===== src/sv/rdmc_ram.sv =====
// Generic single-write, single-read RAM with registered read data.
module rdmc_ram #(
	parameter int WIDTH = 8,
	parameter int DEPTH = 16,
	localparam int AW = (DEPTH > 1) ? $clog2(DEPTH) : 1
) (
	input  logic             clk,
	input  logic             we,
	input  logic [AW-1:0]    waddr,
	input  logic [WIDTH-1:0] wdata,
	input  logic [AW-1:0]    raddr,
	output logic [WIDTH-1:0] rdata
);

	logic [WIDTH-1:0] mem [DEPTH];

	always_ff @(posedge clk) begin
		if (we) begin
			mem[waddr] <= wdata;
		end
		rdata <= mem[raddr];
	end

endmodule


===== config.mk =====
export PLATFORM = sky130hd
export DESIGN_NAME = rdmc_ram
export DESIGN_NICKNAME = d
export VERILOG_FILES = /design/src/sv/rdmc_ram.sv
export SDC_FILE = /design/constraint.sdc
export NUM_CORES = 1
export LEC_CHECK = 0
export ABC_AREA = 1
export BUFFER_PORTS_ARGS = -buffer_cell sky130_fd_sc_hd__clkbuf_2
export CAP_MARGIN = 10
export CORE_ASPECT_RATIO = 1.2
export CORE_MARGIN = 5
export CORE_UTILIZATION = 65
export DETAILED_ROUTE_END_ITERATION = 10
export GPL_ROUTABILITY_DRIVEN = 0
export PLACE_DENSITY = 0.83
export SYNTH_ARGS = -nofsm -noshare
export SYNTH_HDL_FRONTEND = slang
export SYNTH_SLANG_ARGS = --single-unit

===== constraint.sdc =====
create_clock -name clk -period 2.1 [get_ports clk]
set_clock_uncertainty 0.2 [all_clocks]
set_input_delay 0.105 -clock clk [delete_from_list [all_inputs] [get_ports clk]]
set_output_delay 0.105 -clock clk [all_outputs]
set_load 0.1 [all_outputs]

==> impl_results.md <==
* Clock-pin slew on the worst setup and hold paths at 0.06 ns
* Max Fanout on Critical Path at 24
* Initial antenna violation count at 0
* Cell with the most instances after synthesis: nand2_1
* Mapped cell area at 5770 µm²
* CTS tree: built
* Final worst slack at 0.153 ns
* Netlist cell types at 12
* Final Setup Violations at 0
* Largest area contributor in the netlist: edfxtp_1
* First-pass GRT wire length at 20500 µm
* Core area at 8610 µm²
* Final Hold Viols at 8
* Peak supply drop at 1.02 mV
* Crit path capture type: flop
* Critical Path Start Type: primary input
* Routed wire length at 13100 µm
* Predominant post-synthesis flop cell: edfxtp_1
* Failing checks: hold timing
* Die height at 113 µm
* Chip width at 96.0 µm
* Number of buffers created by CTS at 17
* IO Port Bufs at 25
* Max Cap Viol at 0
* Layout Nets at 620
* Period minus WS final at 1.95 ns
* Min Hold Slack at -0.00888 ns
* Post-synth net total at 569
* LEAKAGE at 0.00297 µW
* Power per cell area at 962 nW/µm²
* Slew margin rel. at 52.8%
* Setup_tns at 0 ns
* Final antenna-violating net count at 0
* Root buffer cell: clkbuf_8
* Iteration-0 DRC Markers at 460
* Cells after synthesis at 551
* CTS sink count at 136
* Max Buffers Root-to-Sink at 2
* FFs w/ async S/R, synth at 0%
* Achievable Freq at 514 MHz
* Post-synth top cells: nand2_1, edfxtp_1, inv_1
* Largest net degree at the start of global routing at 38
* Crit Path Category: in2reg
* Cell Rows at 37
* Initial core utilization at 67.0%
* Number of flops mapped to enable cells by yosys at 128
* Yosys warns at 0
* Grt ovf at 0
* IO Count at 26
* Diode count at 0
* Via count at 4025
* Vias in the first global route at 3933
* Via density per instance at 5.50
* Drt wl/cell at 18.0 µm
* Status: finished, violations left
* Synthesized area per cell at 10.5 µm²
* Clock insertion delay at the later pin of the skew report at 0.54 ns
* Synth Register Bits at 136
* # DRC at 0
* Hold Crit Class: in2reg
* Period utilization at 92.7%
* Slew @ Worst Pin at 0.705 ns
* Ratio of cells with drive above 1 in the final layout at 12.0%
* Worst Path Arrival at 2.18 ns
* Pre-CTS setup slack at 0.520 ns
* Area growth from synthesis to final layout at 17.2%
* Die Area at 10900 µm²
* Critical Path RT at 2.34 ns
* RSZ-0062 raised after global routing: false
* GRT Overall Usage at 26.7%
* H-Tree Depth at 4
* Slew Limit Fails at 0
* Sequential share of the synthesized area at 69.4%
* Ranking of synthesized cells by area: edfxtp_1, nand2_1, nand3_1
* Post-synth top area share at 66.7%
* DR pass1 iterations at 7
* Post-CTS Setup Repair Bufs at 0
* Detailed Place HPWL at 7400 µm
cells by family (layout without fill, tap and decap cells):
| kind of cell | after synthesis | count (layout) | synth area share (%) |
|---|---|---|---|
| AND/OR/NAND/NOR | 289 | 289 | 21.0 |
| flip-flops | 136 | 136 | 69.4 |
| buffers and inverters | 126 | 190 | 9.52 |
report_power, final:
group          internal (µW)  switching (µW)  leakage (µW)
Sequential              3030            17.5       0.00122
Clock                   1780            1160      0.000304
Combinational            126             390       0.00144
sequential cells by signal, summed over array words and instances, names as in the netlist:
name / cells
mem: 128
rdata: 8
placed cells by master (no fill, tap or decap):
cell	n
inv_6	2
nand3b_1	2
nand3_1	97
nor2_1	16
inv_2	2
dfxtp_1	8
inv_4	5
clkbuf_8	2
inv_1	100
dlygate4sd3_1	17
nand2_1	173
nor2_2	1
clkinv_4	2
edfxtp_1	128
clkbuf_16	20
buf_12	1
clkinv_2	1
clkbuf_2	25
buf_4	13
worst max-delay path: stages:
cell           delay, ns
dlygate4sd3_1       0.54
clkbuf_2            0.13
inv_2               0.13
buf_4               0.30
nand2_1             0.09
nand3_1             0.08
nand3_1             0.11
nand3_1             0.09
dlygate4sd3_1       0.55
nand2_1             0.04
worst paths after layout:
| kind | startpoint | to | cells after the start | slack, ns |
|---|---|---|---|---|
| setup / recovery | raddr[0] | rdata[7]$_DFF_P_ | 10 | 0.15 |
| hold / removal | waddr[3] | mem[1][3]$_DFFE_PP_ | 4 | -0.009 |
| setup reg to reg | mem[12][7]$_DFFE_PP_ | rdata[7]$_DFF_P_ | 7 | 0.44 |
| hold reg to reg | mem[10][0]$_DFFE_PP_ | rdata[0]$_DFF_P_ | 6 | 0.47 |
area by class of cell:
| class | instances | area (µm²) |
|---|---|---|
| timing repair buffer | 56 | 413 |
| inverter | 102 | 383 |
| sequential | 136 | 4000 |
| tap | 117 | 146 |
| fill | 508 | 1850 |
| clock inverter | 10 | 71.3 |
| clock buffer | 22 | 528 |
| multi-input combinational | 289 | 1220 |
routing by layer:
layer | wire length [µm] | part of all wire [%] | global-route usage, %
met1 | 4700 | 36 | 32.2
met2 | 6620 | 50 | 42.9
met3 | 1250 | 9.5 | 7.85
met4 | 583 | 4.4 | 14.2
met5 | 0 | 0 | 0
stage by stage:
step	area [µm²]	util (%)	power [µW]	std cells	hold slack, ns
6_report	6760	78.5	6500	732	-0.00888
5_1_grt	6760	78.5	6710	732	0.00521
4_1_cts	6760	78.5	6510	732	0.00460
3_5_place_dp	5990	69.6	3580	683	0.296
3_3_place_gp	5990	69.6	3570	683	0.286
2_1_floorplan	5770	-	3450	551	0.00387
what timing repair did:
item                                   in CTS  in global routing
hold buffers                               17                  0
setup endpoints to repair                   0                  8
resized for setup                           0                  1
endpoints found under the hold margin     200                  0
Power figures use the tool's default switching activity.
